[src/rtl/core/mpga_pkg.sv]
`default_nettype none

package mpga_pkg;

  // Default size of the register file of qubits
  localparam int MAX_QUBITS_DEF  = 20;
  localparam int QUEUE_DEPTH_DEF = 4;

  // Field widths
  localparam int PAIR_W  = 19;
  localparam int ROW_W   = 20;
  localparam int AMP_W   = 16;
  localparam int COEF_W  = 32;
  localparam int CNT_W   = 5;
  localparam int WORK_W  = 32;
  localparam int PROD_W  = 2 * AMP_W;
  localparam int ACC_W   = PROD_W + 3;
  localparam int ADDR_W  = 5;
  localparam int DATA_W  = 32;

  // Register reset values: identity gate on one qubit
  localparam logic [CNT_W-1:0]  QUBIT_COUNT_RST = 5'd1;
  localparam logic [CNT_W-1:0]  TARGET_RST      = 5'd0;
  localparam logic [COEF_W-1:0] COEF_ONE        = 32'h4000_0000;
  localparam logic [COEF_W-1:0] COEF_ZERO       = 32'h0000_0000;

  // Register map, word index
  typedef enum logic [2:0] {
    REG_QUBIT_COUNT  = 3'd0,
    REG_TARGET_QUBIT = 3'd1,
    REG_COEF_00      = 3'd2,
    REG_COEF_01      = 3'd3,
    REG_COEF_10      = 3'd4,
    REG_COEF_11      = 3'd5
  } reg_idx_t;

  typedef struct packed {
    logic [CNT_W-1:0] qubit_count;
    logic [CNT_W-1:0] tgt_pos;
  } geom_t;

  typedef struct packed {
    logic [COEF_W-1:0] c00;
    logic [COEF_W-1:0] c01;
    logic [COEF_W-1:0] c10;
    logic [COEF_W-1:0] c11;
  } gate_t;

  // Classified pair, as handed from front to back
  typedef struct packed {
    logic                    bad;
    logic [ROW_W-1:0]        row0;
    logic [ROW_W-1:0]        row1;
    logic signed [AMP_W-1:0] a0r;
    logic signed [AMP_W-1:0] a0i;
    logic signed [AMP_W-1:0] a1r;
    logic signed [AMP_W-1:0] a1i;
  } item_t;

endpackage

`default_nettype wire

[src/rtl/core/mpga_queue.sv]
`default_nettype none

module mpga_queue #(
  parameter int DEPTH = mpga_pkg::QUEUE_DEPTH_DEF
) (
  input  wire logic            clk,
  input  wire logic            rst,
  input  wire mpga_pkg::item_t push_item,
  input  wire logic            push_valid,
  output logic                 push_ready,
  output mpga_pkg::item_t      pop_item,
  output logic                 pop_valid,
  input  wire logic            pop_ready
);

  localparam int PTR_W = $clog2(DEPTH);
  localparam int CNT_W = $clog2(DEPTH + 1);

  mpga_pkg::item_t  slots [DEPTH];
  logic [PTR_W-1:0] wptr;
  logic [PTR_W-1:0] rptr;
  logic [CNT_W-1:0] count;
  logic             push;
  logic             pop;

  assign push_ready = (count != CNT_W'(DEPTH));
  assign pop_valid  = (count != '0);
  assign pop_item   = slots[rptr];
  assign push       = push_valid && push_ready;
  assign pop        = pop_valid && pop_ready;

  // Pointers and fill count
  always_ff @(posedge clk) begin
    if (rst) begin
      wptr  <= '0;
      rptr  <= '0;
      count <= '0;
    end else begin
      if (push) begin
        wptr <= (wptr == PTR_W'(DEPTH - 1)) ? '0 : wptr + PTR_W'(1);
      end
      if (pop) begin
        rptr <= (rptr == PTR_W'(DEPTH - 1)) ? '0 : rptr + PTR_W'(1);
      end
      if (push && !pop) begin
        count <= count + CNT_W'(1);
      end else if (pop && !push) begin
        count <= count - CNT_W'(1);
      end
    end
  end

  always_ff @(posedge clk) begin
    if (push) begin
      slots[wptr] <= push_item;
    end
  end

endmodule

`default_nettype wire

[config.mk]
export PLATFORM = sky130hd
export DESIGN_NAME = mpga_queue
export DESIGN_NICKNAME = d
export VERILOG_FILES = /design/src/rtl/core/mpga_pkg.sv /design/src/rtl/core/mpga_queue.sv
export SDC_FILE = /design/constraint.sdc
export NUM_CORES = 1
export LEC_CHECK = 0
export ABC_AREA = 1
export BUFFER_PORTS_ARGS = -buffer_cell sky130_fd_sc_hd__buf_2
export CELL_PAD_IN_SITES_DETAIL_PLACEMENT = 1
export CELL_PAD_IN_SITES_GLOBAL_PLACEMENT = 1
export CORE_ASPECT_RATIO = 1.2
export CORE_UTILIZATION = 51
export CTS_CLUSTER_SIZE = 14
export DETAILED_ROUTE_END_ITERATION = 7
export PLACE_DENSITY_LB_ADDON = 0.12
export SYNTH_ARGS = -nofsm -noshare
export SYNTH_HDL_FRONTEND = slang
export SYNTH_SLANG_ARGS = --single-unit
export TNS_END_PERCENT = 5
[constraint.sdc]
create_clock -name clk -period 16.7 [get_ports clk]
set_clock_uncertainty 0.2 [all_clocks]
set_input_delay 3.34 -clock clk [delete_from_list [all_inputs] [get_ports clk]]
set_output_delay 3.34 -clock clk [all_outputs]
set_load 0.01 [all_outputs]
Word level (Yosys, flattened, before mapping)

Memories as Yosys holds them, arrays and structs flattened. A register that Yosys moved wholly into a read port is not among the register bits.
Cells that the tools add are included.

Reductions and logical operators: 8
Muxes and demuxes: 8
Equal/unequal tests: 3
$add $sub $neg: 4

Operator list:

| kind                                             | count |
|---|---|
| two-way mux 2 bit                                | 4 |
| two-way mux 3 bit                                | 2 |
| adder 2 x 1 -> 2 bit, second input constant      | 2 |
| equality test 2 bit, second input constant       | 2 |
| logical AND 1 bit                                | 4 |
| adder 3 x 1 -> 3 bit, second input constant      | 1 |
| != test 3 bit, second input constant             | 1 |
| nonzero test 3 bit                               | 1 |
| subtractor 3 x 1 -> 3 bit, second input constant | 1 |
| logical NOT 1 bit                                | 2 |
| two-way mux 1 bit                                | 2 |
| nonzero test 2 bit                               | 1 |

Input bits: 109
Word-level logic and storage cells: 27
Memories kept: 1
Register bits after elaboration: 7
Bits in writable memories: 420

Memory list:

| name  | words | bits a word | read ports | clocked after Yosys merged registers in | wr ports | RTL line         | source |
|---|---|---|---|---|---|---|---|
| slots | 4     | 105         | 1          | 1                                       | 1        | mpga_queue.sv:19 | `mpga_pkg::item_t slots [DEPTH];` |

Depth between registers and ports, before layout

Depth in word-level cells: 6
Gate-level depth with buffers: 13
Depth with buffers taken out: 13

Least setup slack after synthesis

No wires, ideal clock.

Path kind: input port to flip-flop
Start point: input push_valid
End point: memory slots[0][0] in the netlist's numbering, enable pin
Library setup time: 0.570 ns
Cell stages on the path: 2
Path buffers: 0
Slack: 8.074 ns
Data arrival time: 7.856 ns
Cells stage by stage: nand2_1 > nor2_1

Longest elaborated chain between the ends: 3

Ends and longest elaborated chain:

| what                                    | RTL line         | source |
|---|---|---|
| start, declared                         | mpga_queue.sv:9  | `input wire logic push_valid,` |
| logical AND 1 bit                       | mpga_queue.sv:29 | `assign push = push_valid && push_ready;` |
| two-way mux 1 bit                       | mpga_queue.sv:54 | `if (push) begin` |
| two-way mux 1 bit (implied by the code) | mpga_queue.sv:55 | `slots[wptr] <= push_item;` |
| end, declared                           | mpga_queue.sv:19 |  |

Every way passes these cells.

==> results.py <==
metrics = {
    "floorplan": {
        "floorplan.die.height_um": 197,
        "core_area_mm2": 0.0313,
        "num_ports": 216,
        "die_width_um": 164,
        "die_area_mm2": 0.0324,
        "fp-row-count": 71,
        "effective_utilization_at_floorplan_pct": 51.6,
    },
    "sta": {
        "hold_viol_final": 0,
        "max_clock_freq_mhz": 142,
        "grt_setup_unrepaired": "no",
        "maxSlewHeadroom_pct": 26.9,
        "finalWorstPathRequiredPeriod_ps": 7040,
        "worstMarginPinSlew_ps": 1100,
        "worst_setup_margin_ps": 9660,
        "fin_tns_setup_ps": 0,
        "final-setup-viol-count": 0,
        "final-max-slew-violation-count": 0,
        "post-route-period-util_pct": 42.2,
    },
    "job": {
        "maxCapViolCount": 0,
    },
    "routing": {
        "drt_iter0_markers": 620,
        "antenna_left": 0,
        "drt_drc_violations_left": 0,
        "via_per_inst": 5.59,
        "detail_route.wl_per_cell_um": 21.5,
        "vias": 9634,
        "wl_mm": 37.1,
        "drtPass1Iterations": 4,
    },
    "synthesis": {
        "post_synth_instance_area_mm2": 0.0161,
        "mean_post_synth_cell_area_um2": 14.9,
        "syn-num-nets": 1200,
        "synthesis.yosys.warnings": 0,
        "netlist_instances": 1084,
        "proportion_of_netlist_area_held_by_the_largest_area_contributor_pct": 78.2,
        "synth.top_cells.by_area": "sky130_fd_sc_hd__edfxtp_1 78%, sky130_fd_sc_hd__nor2_1 5.3%, sky130_fd_sc_hd__o22ai_1 4.1%",
        "synthDominantAreaCellType": "sky130_fd_sc_hd__edfxtp_1",
        "synth_cell_type_count": 25,
        "synth.yosys.seq_area_share_pct": 79.3,
        "ys_ff_latch": 429,
    },
    "critical_path": {
        "timing.critical_path.to_type": "primary output",
        "cp_data_arrival_time_ps": 3500,
        "largest_driver_fanout_on_the_critical_path": 96,
        "critical_path.startpoint_type": "flip-flop",
        "timing_worst_setup_path_type": "reg -> out",
        "worst_ep_required_time_ps": 13160,
    },
    "power": {
        "overall_power_mw": 3.06,
        "cellPowerDensity_mw_per_mm2": 164,
        "p_int_mw": 2.08,
        "power_frac_seq_pct": 44.6,
        "share_clk_of_total_power_pct": 28.7,
        "vdd_drop_max_mv": 0.100,
        "leakage_power_of_the_design_nw": 6.49,
        "switching_share_pct": 31.8,
        "pwr-share-comb_pct": 26.7,
        "power_dissipated_by_switching_net_loads_mw": 0.974,
    },
    "global_routing": {
        "wire_length_of_the_first_global_routing_pass_mm": 56.0,
        "grt.total_usage_pct": 23.0,
        "vias_in_the_first_global_route": 10200,
        "overflow": 0,
        "maximum_number_of_pins_on_one_net_before_global_route_repair": 114,
        "antenna_found_initial": 12,
    },
    "clock_network": {
        "cts-root-buf": "sky130_fd_sc_hd__clkbuf_16",
        "numClockSinks": 429,
        "cts_tree": "done",
        "post_cts_buffers": 0,
        "cts-buffers-inserted": 43,
        "cts_hold_repair.buffers": 0,
        "clock_tree.buffer_depth": 3,
        "cts.htree.levels": 2,
        "clk_transition_reported_paths_ps": 60,
        "clkLatencyLatePin_ps": 530,
        "cts.repair.resized": 0,
    },
    "layout": {
        "mostFrequentLayoutCell": "sky130_fd_sc_hd__edfxtp_1",
        "filler_cell_count": 3021,
        "layout_cell_share_with_drive_strength_beyond_1_pct": 21.9,
        "area_growth_syn_to_layout_pct": 15.4,
        "layout.cells.most_common_list": "420 x sky130_fd_sc_hd__edfxtp_1, 223 x sky130_fd_sc_hd__nor2_1, 215 x sky130_fd_sc_hd__buf_2, 107 x sky130_fd_sc_hd__o21ai_0, 105 x sky130_fd_sc_hd__o22ai_1",
        "finish.net_count": 1405,
        "final_cell_count_no_fill": 1724,
    },
    "place": {
        "port-buffer-count": 215,
        "routabilityCongestion": 0.721,
        "post-place-ws_ps": 10220,
        "detailedPlacementHpwl_mm": 20.7,
        "placed_cells_incl_taps": 1645,
    },
    "run_status": {
        "outcome": "finished clean",
    },
    "worst_hold_path": {
        "worstHoldPathType": "reg -> reg",
    },
}
[Yosys cell counts, drive strengths merged]
| cell | instances |
|---|---|
| o22ai | 105 |
| o21ai | 211 |
| nand4 | 1 |
| nand2 | 14 |
| a21oi | 2 |
| dfxtp | 9 |
| edfxtp | 420 |
| clkbuf | 23 |
| nand3 | 1 |
| ha | 6 |
| inv | 16 |
| xor2 | 1 |
| fa | 1 |
| nand3b | 2 |
| buf | 45 |
| nor2 | 227 |
[metal layers]
metal	vias up	share of wire [%]	track usage, %
met5	-	0.17	0
met4	10	2.5	7.58
met3	72	6.2	5.60
met2	233	50	40.6
met1	4816	41	27.5
li1	4503	-	-
[worst paths after layout]
kind,from,to,slack (ps),cells after the start
setup / recovery,flip-flop,pop_item[40],9660,5
hold / removal,count[1],count[1],330,2
setup reg to reg,count[0],slots[2][33],13410,6
hold reg to reg,count[1],count[1],330,2
[worst max-delay path: stages (launching register included)]
cell and delay, ps:
sky130_fd_sc_hd__dfxtp_4 550, sky130_fd_sc_hd__buf_4 760, sky130_fd_sc_hd__buf_4 830, sky130_fd_sc_hd__o21ai_0 270, sky130_fd_sc_hd__o22ai_1 260, sky130_fd_sc_hd__buf_2 170
[stage by stage]
stage / hold WS (ps) / area, µm² / utilization [%]
finish: 328 / 18600 / 59.6
CTS: 331 / 18600 / 59.5
detailed placement: 314 / 17300 / 55.5
floorplan: 283 / 16100 / -
global route: 379 / 18600 / 59.6
global placement: 311 / 17300 / 55.5
[state kept, by name (all words and copies together), names as in the netlist, named ones only]
register and count:
count 3, wptr 2, rptr 2, slots 420
[cell type report]
type	count	area [µm²]	share of cell area, %
inverter	16	66.3	0.356
clock inverter	13	77.6	0.417
tap	401	502	2.69
multi-input combinational	571	2810	15.1
timing repair buffer	228	1170	6.30
antenna	5	12.5	0.0672
clock buffer	61	1190	6.37
sequential	429	12800	68.7
[kinds of logic (layout without fill, tap and decap cells)]
kind of cell	Yosys count	after routing	synth area share, %
and+or+nand+nor	245	245	5.77
buffers and inverters	84	318	3.53
adders and majority gates	7	7	0.589
DFF	429	429	79.3
AOI/OAI and AO/OA	318	318	10.8
other	0	5	0
xor gates and xnor gates	1	1	0.0543
[power groups by stage]
stage	clock network, mW	logic (mW)	registers (mW)
6_report	0.878	0.815	1.36
5_1_grt	0.935	0.900	1.37
4_1_cts	0.897	0.831	1.37
3_5_place_dp	0	0.825	1.39
3_3_place_gp	0	0.799	1.38
2_1_floorplan	0	0.543	1.37
No activity file was read; power rests on OpenSTA's default activity.
