===== config.mk =====
export PLATFORM = sky130hd
export DESIGN_NAME = mpga_front_flat
export DESIGN_NICKNAME = d
export VERILOG_FILES = /design/src/rtl/core/mpga_pkg.sv /design/src/rtl/core/mpga_pair_if.sv /design/src/rtl/core/mpga_front.sv /design/src/flat_wrapper.sv
export SDC_FILE = /design/constraint.sdc
export NUM_CORES = 1
export LEC_CHECK = 0
export BUFFER_PORTS_ARGS = -buffer_cell sky130_fd_sc_hd__buf_2
export CAP_MARGIN = 20
export CORE_ASPECT_RATIO = 1.5
export CORE_MARGIN = 1.5
export CORE_UTILIZATION = 30
export DETAILED_ROUTE_END_ITERATION = 12
export GPL_ROUTABILITY_DRIVEN = 0
export PLACE_DENSITY_LB_ADDON = 0.05
export SLEW_MARGIN = 10
export SYNTH_ARGS = -nofsm -noshare
export SYNTH_HDL_FRONTEND = slang
export SYNTH_SLANG_ARGS = --single-unit

===== constraint.sdc =====
create_clock -name clk -period 4.9 [get_ports clk]
set_input_delay 0 -clock clk [delete_from_list [all_inputs] [get_ports clk]]
set_output_delay 0 -clock clk [all_outputs]
set_load 0.1 [all_outputs]

===== src/rtl/core/mpga_pkg.sv =====
`default_nettype none

package mpga_pkg;

  // Default size of the register file of qubits
  localparam int MAX_QUBITS_DEF  = 20;
  localparam int QUEUE_DEPTH_DEF = 4;

  // Field widths
  localparam int PAIR_W  = 19;
  localparam int ROW_W   = 20;
  localparam int AMP_W   = 16;
  localparam int COEF_W  = 32;
  localparam int CNT_W   = 5;
  localparam int WORK_W  = 32;
  localparam int PROD_W  = 2 * AMP_W;
  localparam int ACC_W   = PROD_W + 3;
  localparam int ADDR_W  = 5;
  localparam int DATA_W  = 32;

  // Register reset values: identity gate on one qubit
  localparam logic [CNT_W-1:0]  QUBIT_COUNT_RST = 5'd1;
  localparam logic [CNT_W-1:0]  TARGET_RST      = 5'd0;
  localparam logic [COEF_W-1:0] COEF_ONE        = 32'h4000_0000;
  localparam logic [COEF_W-1:0] COEF_ZERO       = 32'h0000_0000;

  // Register map, word index
  typedef enum logic [2:0] {
    REG_QUBIT_COUNT  = 3'd0,
    REG_TARGET_QUBIT = 3'd1,
    REG_COEF_00      = 3'd2,
    REG_COEF_01      = 3'd3,
    REG_COEF_10      = 3'd4,
    REG_COEF_11      = 3'd5
  } reg_idx_t;

  typedef struct packed {
    logic [CNT_W-1:0] qubit_count;
    logic [CNT_W-1:0] tgt_pos;
  } geom_t;

  typedef struct packed {
    logic [COEF_W-1:0] c00;
    logic [COEF_W-1:0] c01;
    logic [COEF_W-1:0] c10;
    logic [COEF_W-1:0] c11;
  } gate_t;

  // Classified pair, as handed from front to back
  typedef struct packed {
    logic                    bad;
    logic [ROW_W-1:0]        row0;
    logic [ROW_W-1:0]        row1;
    logic signed [AMP_W-1:0] a0r;
    logic signed [AMP_W-1:0] a0i;
    logic signed [AMP_W-1:0] a1r;
    logic signed [AMP_W-1:0] a1i;
  } item_t;

endpackage

`default_nettype wire


===== src/rtl/core/mpga_pair_if.sv =====
`default_nettype none

interface mpga_pair_if;
  logic                             valid;
  logic                             ready;
  logic [mpga_pkg::PAIR_W-1:0]      pair_index;
  logic signed [mpga_pkg::AMP_W-1:0] amp0_re;
  logic signed [mpga_pkg::AMP_W-1:0] amp0_im;
  logic signed [mpga_pkg::AMP_W-1:0] amp1_re;
  logic signed [mpga_pkg::AMP_W-1:0] amp1_im;

  modport source (output valid, pair_index, amp0_re, amp0_im, amp1_re, amp1_im,
                  input ready);
  modport sink (input valid, pair_index, amp0_re, amp0_im, amp1_re, amp1_im,
                output ready);
endinterface

`default_nettype wire


===== src/rtl/core/mpga_front.sv =====
`default_nettype none

module mpga_front #(
  parameter int MAX_QUBITS = mpga_pkg::MAX_QUBITS_DEF
) (
  input  wire logic            clk,
  input  wire logic            rst,
  mpga_pair_if.sink            pairs,
  input  wire mpga_pkg::geom_t geom,
  output mpga_pkg::item_t      item,
  output logic                 item_valid,
  input  wire logic            item_ready
);

  localparam int W = mpga_pkg::WORK_W;

  // Interleave: low bits to even positions, remaining high bits to odd ones
  function automatic logic [mpga_pkg::ROW_W-1:0] morton_map(
    input logic [W-1:0]                 row,
    input logic [mpga_pkg::CNT_W-1:0]   lo_bits
  );
    logic [mpga_pkg::ROW_W-1:0] m;
    logic [W-1:0]               hi;
    hi = row >> lo_bits;
    m  = '0;
    for (int j = 0; j < mpga_pkg::ROW_W / 2; j++) begin
      m[2*j]   = (mpga_pkg::CNT_W'(j) < lo_bits) ? row[j] : 1'b0;
      m[2*j+1] = hi[j];
    end
    return m;
  endfunction

  logic [mpga_pkg::CNT_W-1:0] n;
  logic [mpga_pkg::CNT_W-1:0] t;
  logic [mpga_pkg::CNT_W-1:0] nm1;
  logic [mpga_pkg::CNT_W-1:0] lo_bits;
  logic                       cfg_bad;
  logic                       range_bad;
  logic                       bad;
  logic [W-1:0]               p_w;
  logic [W-1:0]               below_mask;
  logic [W-1:0]               i0;
  logic [W-1:0]               i1;
  logic [mpga_pkg::CNT_W:0]   t_up;
  mpga_pkg::item_t            item_next;
  logic                       fire;

  // Classification of the incoming pair
  always_comb begin
    n         = geom.qubit_count;
    t         = geom.tgt_pos;
    nm1       = n - mpga_pkg::CNT_W'(1);
    lo_bits   = mpga_pkg::CNT_W'(({1'b0, n} + 6'd1) >> 1);
    cfg_bad   = (n == '0) || ({1'b0, n} > (mpga_pkg::CNT_W + 1)'(MAX_QUBITS)) || (t >= n);
    range_bad = (nm1 < mpga_pkg::CNT_W'(mpga_pkg::PAIR_W)) && ((pairs.pair_index >> nm1) != '0);
    bad       = cfg_bad || range_bad;

    // Insert a zero at the target bit, then set it for the partner row
    p_w        = W'(pairs.pair_index);
    below_mask = (W'(1) << t) - W'(1);
    t_up       = {1'b0, t} + 6'd1;
    i0         = ((p_w >> t) << t_up) | (p_w & below_mask);
    i1         = i0 | (W'(1) << t);

    item_next.bad  = bad;
    item_next.row0 = bad ? '0 : morton_map(i0, lo_bits);
    item_next.row1 = bad ? '0 : morton_map(i1, lo_bits);
    item_next.a0r  = pairs.amp0_re;
    item_next.a0i  = pairs.amp0_im;
    item_next.a1r  = pairs.amp1_re;
    item_next.a1i  = pairs.amp1_im;
  end

  assign pairs.ready = !item_valid || item_ready;
  assign fire        = pairs.valid && pairs.ready;

  // Stage register toward the queue
  always_ff @(posedge clk) begin
    if (rst) begin
      item_valid <= 1'b0;
    end else if (fire) begin
      item_valid <= 1'b1;
    end else if (item_ready) begin
      item_valid <= 1'b0;
    end
  end

  always_ff @(posedge clk) begin
    if (fire) begin
      item <= item_next;
    end
  end

endmodule

`default_nettype wire


===== src/flat_wrapper.sv =====
// flat-port wrapper written by rule: the top's interface ports become plain ports
module mpga_front_flat 
#(
  parameter int MAX_QUBITS = mpga_pkg::MAX_QUBITS_DEF
)
  (clk, rst, geom, item, item_valid, item_ready, pairs_valid, pairs_pair_index, pairs_amp0_re, pairs_amp0_im, pairs_amp1_re, pairs_amp1_im, pairs_ready);
  mpga_pair_if pairs_i ();
  input  wire logic clk;
  input  wire logic rst;
  input  wire mpga_pkg::geom_t geom;
  output mpga_pkg::item_t item;
  output logic item_valid;
  input  wire logic item_ready;
  input wire logic [$bits(pairs_i.valid)-1:0] pairs_valid;
  input wire logic [$bits(pairs_i.pair_index)-1:0] pairs_pair_index;
  input wire logic [$bits(pairs_i.amp0_re)-1:0] pairs_amp0_re;
  input wire logic [$bits(pairs_i.amp0_im)-1:0] pairs_amp0_im;
  input wire logic [$bits(pairs_i.amp1_re)-1:0] pairs_amp1_re;
  input wire logic [$bits(pairs_i.amp1_im)-1:0] pairs_amp1_im;
  output wire logic [$bits(pairs_i.ready)-1:0] pairs_ready;
  assign pairs_i.valid = pairs_valid;
  assign pairs_i.pair_index = pairs_pair_index;
  assign pairs_i.amp0_re = pairs_amp0_re;
  assign pairs_i.amp0_im = pairs_amp0_im;
  assign pairs_i.amp1_re = pairs_amp1_re;
  assign pairs_i.amp1_im = pairs_amp1_im;
  assign pairs_ready = pairs_i.ready;
  mpga_front #(.MAX_QUBITS(MAX_QUBITS)) u_core (.clk(clk), .rst(rst), .pairs(pairs_i), .geom(geom), .item(item), .item_valid(item_valid), .item_ready(item_ready));
endmodule

# After elaboration in Yosys (flattened, before gate mapping)
# Cells that the tools add are included.
totals:
  regBits: 106
  input_bits: 97
  out_inout_bits: 107
  elab_cells: 86
classes:
  add_sub_neg: 4
  magnitude_cmp: 13
  n_shift: 6
  n_mux: 2
  bitwise_logic: 13
  reduce_logical: 20
op_table:
  columns: ["op", "count"]
  rows:
  - ["$or 32x32->32", 2]
  - ["$shr 32x5->10", 2]
  - ["$and 19x32->32", 1]
  - ["$shl 1x5->32 const A", 1]
  - ["$shl 32x6->32", 1]
  - ["$shr 19x5->32", 1]
  - ["$sub 32x2->32 const B", 1]
  - ["$lt 3x5->1 const A", 4]
  - ["$reduce_or 2->1", 10]
  - ["$reduce_bool 19->1", 1]
  - ["$shr 19x5->19", 1]
  - ["$add 5x1->6 const B", 2]
  - ["$lt 1x5->1 const A", 2]
  - ["$lt 2x5->1 const A", 2]
  - ["$lt 4x5->1 const A", 2]
  - ["$not 1->1", 10]
  - ["$ge 5x5->1", 1]
  - ["$gt 5x5->1 const B", 1]
  - ["$logic_not 5->1", 1]
  - ["$lt 5x5->1 const B", 1]
  - ["$sub 5x1->5 const B", 1]
  - ["$logic_or 1x1->1", 4]
  - ["$logic_and 1x1->1", 2]
  - ["$mux 1", 2]
  - ["2 further kinds", 2]

# Logic depth before layout (Yosys ltp)
depth:
  word_depth: 6
  ltp_mapped: 20
  depth_no_buf: 16

# Worst setup path before layout
# No wires, ideal clock.
synth_path:
  kind: "reg2reg"
  from: "register u_core.item_valid"
  to: "register u_core.item[0] (netlist name)"
  setup_time_ps: 475
  t_arrival_ps: 4104
  required_time_ps: 4425
  path_slack_ps: 321
  stages_incl_launch_ff: 3
  path_buffers: 0
  period_less_slack_ps: 4579
  cell_sequence: "dfxtp_1 nand2b_1 and2_1"
synth_via:
  elab_chain_len: 3
synth_rtl:
  columns: ["item", "line", "text"]
  rows:
  - ["start: declaration", "mpga_front.sv:11", "output logic item_valid,"]
  - ["start signal: assignment", "mpga_front.sv:80", "item_valid <= 1'b0;"]
  - ["start signal: assignment", "mpga_front.sv:82", "item_valid <= 1'b1;"]
  - ["start signal: assignment", "mpga_front.sv:84", "item_valid <= 1'b0;"]
  - ["$logic_not 1->1", "mpga_front.sv:74", "assign pairs.ready = !item_valid || item_ready;"]
  - ["$logic_or 1x1->1", "mpga_front.sv:74", null]
  - ["via pairs_ready", "flat_wrapper.sv:20", "output wire logic [$bits(pairs_i.ready)-1:0] pairs_ready;"]
  - ["$logic_and 1x1->1", "mpga_front.sv:75", "assign fire = pairs.valid && pairs.ready;"]
  - ["via u_core.fire", "mpga_front.sv:46", "logic fire;"]
# The timed path passes the listed nets, and every way through them passes these cells.
# A chain may end at the register's enable or synchronous reset.

# Worst setup path after layout
layout_path:
  from: "input geom[1] (netlist bit)"
  to: "register u_core.item[85] (netlist name)"
layout_via:
  elab_chain_len: 5
  elab_cells_between_ends: 11
  classes_between: "add/sub: 2; order compare: 1; shift: 4; bitwise: 2; reduce/logical: 2"
layout_rtl:
  columns: ["item", "line", "text"]
  rows:
  - ["start: declaration", "flat_wrapper.sv:10", "input wire mpga_pkg::geom_t geom;"]
  - ["$shl 1x5->32", "mpga_front.sv:60", "below_mask = (W'(1) << t) - W'(1);"]
  - ["$sub 32x2->32", "mpga_front.sv:60", null]
  - ["$and 19x32->32", "mpga_front.sv:62", "i0 = ((p_w >> t) << t_up) | (p_w & below_mask);"]
  - ["$or 32x32->32", "mpga_front.sv:62", null]
  - ["$shr 32x5->10", "mpga_front.sv:24", "hi = row >> lo_bits;"]
# Several ways; a longest one is shown, not always the timed one.

==> results.sh <==
export IMPL_outcome="finished clean"
export IMPL_switching_power_uw=1640
export IMPL_synth_edf_count=105
export IMPL_sw_frac_of_total=0.462
export IMPL_async_flop_share=0
export IMPL_synth_ff_type="edfxtp_1"
export IMPL_cts_setup_buffers=0
export IMPL_row_count=81
export IMPL_postSynthCellCount=1180
export IMPL_cts_hold_fix_buffers=66
export IMPL_die_w_um=152
export IMPL_slew_violations=0
export IMPL_drv_cap=0
export IMPL_clock_fmax_ghz=0.232
export IMPL_finalSetupViolations=0
export IMPL_p_leak_uw=0.00486
export IMPL_antenna_cells=0
export IMPL_crit_path_end_kind="flip-flop"
export IMPL_holdCritPathClass="in2reg"
export IMPL_chipHeight_um=226
export IMPL_clock_latency_ns=0.35
export IMPL_grt_pass1_wl_mm=71.7
export IMPL_grt_pass1_vias=11200
export IMPL_final_period_utilization=0.880
export IMPL_grt_setup_unrepaired="false"
export IMPL_filler_cell_count=3422
export IMPL_startpoint_type="input pin"
export IMPL_cp_arrival_ns=4.39
export IMPL_drive_gt1_frac=0.239
export IMPL_ctsResizeCount=0
export IMPL_tightest_slew_ns=1.08
export IMPL_ir_worst_vdd_v=0.000163
export IMPL_fp_coreArea_sq_um=32600
export IMPL_p_seq_frac=0.304
export IMPL_fin_skew_ns=0.00471
export IMPL_finalNetCount=1552
export IMPL_synth_seq_cells=106
export IMPL_avgRoutedWirePerCell_um=26.6
export IMPL_grt_ovfl_total=0
export IMPL_syn2layout_area_growth_pct=26.8
export IMPL_port_buffers=203
export IMPL_syn_area_per_cell_sq_um=8.42
export IMPL_fin_area_sq_um=12600
export IMPL_critPathRequiredTime_ns=4.98
export IMPL_finalSetupTns_ns=0
export IMPL_cts_tree="done"
export IMPL_antenna_found_initial=0
export IMPL_postPlaceCellArea_sq_um=11700
export IMPL_clkPwrFrac=0.179
export IMPL_crit_path_max_fanout=33
export IMPL_yosysWarnings=0
export IMPL_pin_count=204
export IMPL_ant_nets=0
export IMPL_syn_area_sq_um=9930
export IMPL_clkTransAtPathRegs_ns=0.07
export IMPL_multi_input_area_sq_um=6330
export IMPL_drt_iter0_markers=1131
export IMPL_cts_made_buffers=9
export IMPL_grt_max_degree=71
export IMPL_syn_num_nets=1292
export IMPL_cts_htree_levels=3
export IMPL_vias=11600
export IMPL_max_slew_margin=0.277
export IMPL_cts_sinks=106
export IMPL_crit_type="in2reg"
export IMPL_ys_types=98
export IMPL_firstDrtPassIters=8
export IMPL_fin_total_pwr_uw=3550
export IMPL_grt_total_usage=0.285
export IMPL_finalHoldViolations=0
export IMPL_p_comb_frac=0.517
export IMPL_p_int_uw=1910
export IMPL_finalCriticalPeriod_ns=4.31
export IMPL_clockBufferDepth=2
export IMPL_via_per_inst=6.25
export IMPL_wl_mm=49.4
export IMPL_route_detailed_drc=0
export IMPL_seq_area_sq_um=3170
export IMPL_root_buffer="clkbuf_16"
export IMPL_yosysSeqAreaShare=0.319
export IMPL_start_util=0.304
export IMPL_dp_hpwl_mm=38.2
export IMPL_power_density_nw_per_um2=282
export IMPL_dieArea_sq_um=34200
[Yosys cell counts (19+ instances only)]
| cell | number | area share |
|---|---|---|
| nand2_1 | 111 | 0.042 |
| nor2_1 | 106 | 0.040 |
| edfxtp_1 | 105 | 0.32 |
| a21oi_1 | 83 | 0.042 |
| clkbuf_1 | 70 | 0.026 |
| o21ai_0 | 61 | 0.031 |
| nand3_1 | 49 | 0.025 |
| mux2i_1 | 36 | 0.036 |
| nor3_1 | 34 | 0.017 |
| a31oi_1 | 30 | 0.019 |
| a211oi_1 | 28 | 0.021 |
| o22ai_1 | 26 | 0.016 |
| a22oi_1 | 24 | 0.018 |
| xnor2_1 | 20 | 0.018 |
| inv_1 | 19 | 0.0072 |
[critical path: stages]
cell and delay, ns:
buf_2 0.65, mux2i_1 0.60, mux4_2 0.39, o32ai_1 0.13
or3_1 0.55, nand2_1 0.16, buf_4 0.14, o211a_1 0.27
nor2_1 0.07, a21oi_1 0.52, mux2i_1 0.16, buf_4 0.20
a221oi_1 0.38, o22ai_1 0.15
[power by group through the flow]
stage / clock network [uW] / logic (uW) / registers [uW]
5_1_grt: 688 / 1920 / 1080
3_5_place_dp: 0 / 1740 / 1100
4_1_cts: 664 / 1790 / 1080
3_3_place_gp: 0 / 1760 / 1100
2_1_floorplan: 0 / 785 / 1520
6_report: 636 / 1840 / 1080
[layout by cell type (no fill, tap or decap), types with 10 or more instances in the layout]
cell,n
o22ai_1,26
nor3_1,34
buf_4,71
edfxtp_1,105
a211oi_1,28
o31ai_1,10
nand2_1,111
buf_2,203
nand2b_1,14
a21oi_1,83
mux2_2,10
nor2_1,106
and3_1,17
dlygate4sd3_1,66
a32oi_1,10
inv_1,18
a311oi_1,11
xnor2_1,17
a31oi_1,30
nand3_1,49
nor2b_1,14
o211ai_1,14
a21o_1,14
or3_1,13
a221oi_1,15
a22oi_1,24
o21ai_0,61
o21a_1,13
ha_1,14
mux2i_1,36
and2_1,10
[stage by stage]
stage	hold slack [ns]	std cells	utilization	setup WS, ns
after floorplan	0.0691	1180	-	0.321
after global placement	0.162	1778	0.358	0.380
after detailed placement	0.159	1778	0.358	0.443
after CTS	0.170	1858	0.386	0.815
after global routing	0.194	1858	0.386	0.324
final	0.188	1858	0.386	0.588
[state kept, by name, indices dropped and copies added, names as in the netlist]
signal             cells
u_core.item          105
u_core.item_valid      1
[final timing paths]
check | slack, ns | start | cells after the start | end
min | 0.19 | pairs_pair_index[0] | 3 | u_core.item[64]$_SDFFCE_PP0P_
max | 0.59 | geom[1] | 14 | u_core.item[85]$_SDFFCE_PP0P_
max reg2reg | 2.79 | u_core.item_valid$_SDFFE_PP0P_ | 3 | u_core.item[48]$_DFFE_PP_
min reg2reg | 1.07 | u_core.item_valid$_SDFFE_PP0P_ | 3 | u_core.item_valid$_SDFFE_PP0P_
[area by class of cell]
class,instances,area share
clock buffers,9,0.0179
clock inverters,5,0.00248
inverters,22,0.00656
multi-input cells,960,0.503
flip-flops and latches,106,0.252
well taps,415,0.0412
repair buffers,341,0.177
[per-layer routing]
layer | GRT usage | vias up | part of all wire
met5 | 0 | - | 0
met4 | 0.227 | 0 | 0.089
met3 | 0.0305 | 231 | 0.064
met2 | 0.498 | 723 | 0.49
met1 | 0.308 | 5483 | 0.36
li1 | - | 5174 | -
[cells by family after synthesis]
family                     synth area share
and+or+nand+nor                       0.201
muxes                                0.0617
xor gates and xnor gates             0.0212
DFF                                   0.319
adders and majority gates            0.0189
AOI/OAI and AO/OA                     0.329
buffers and inverters                0.0484
(Power assumes the default switching activity.)
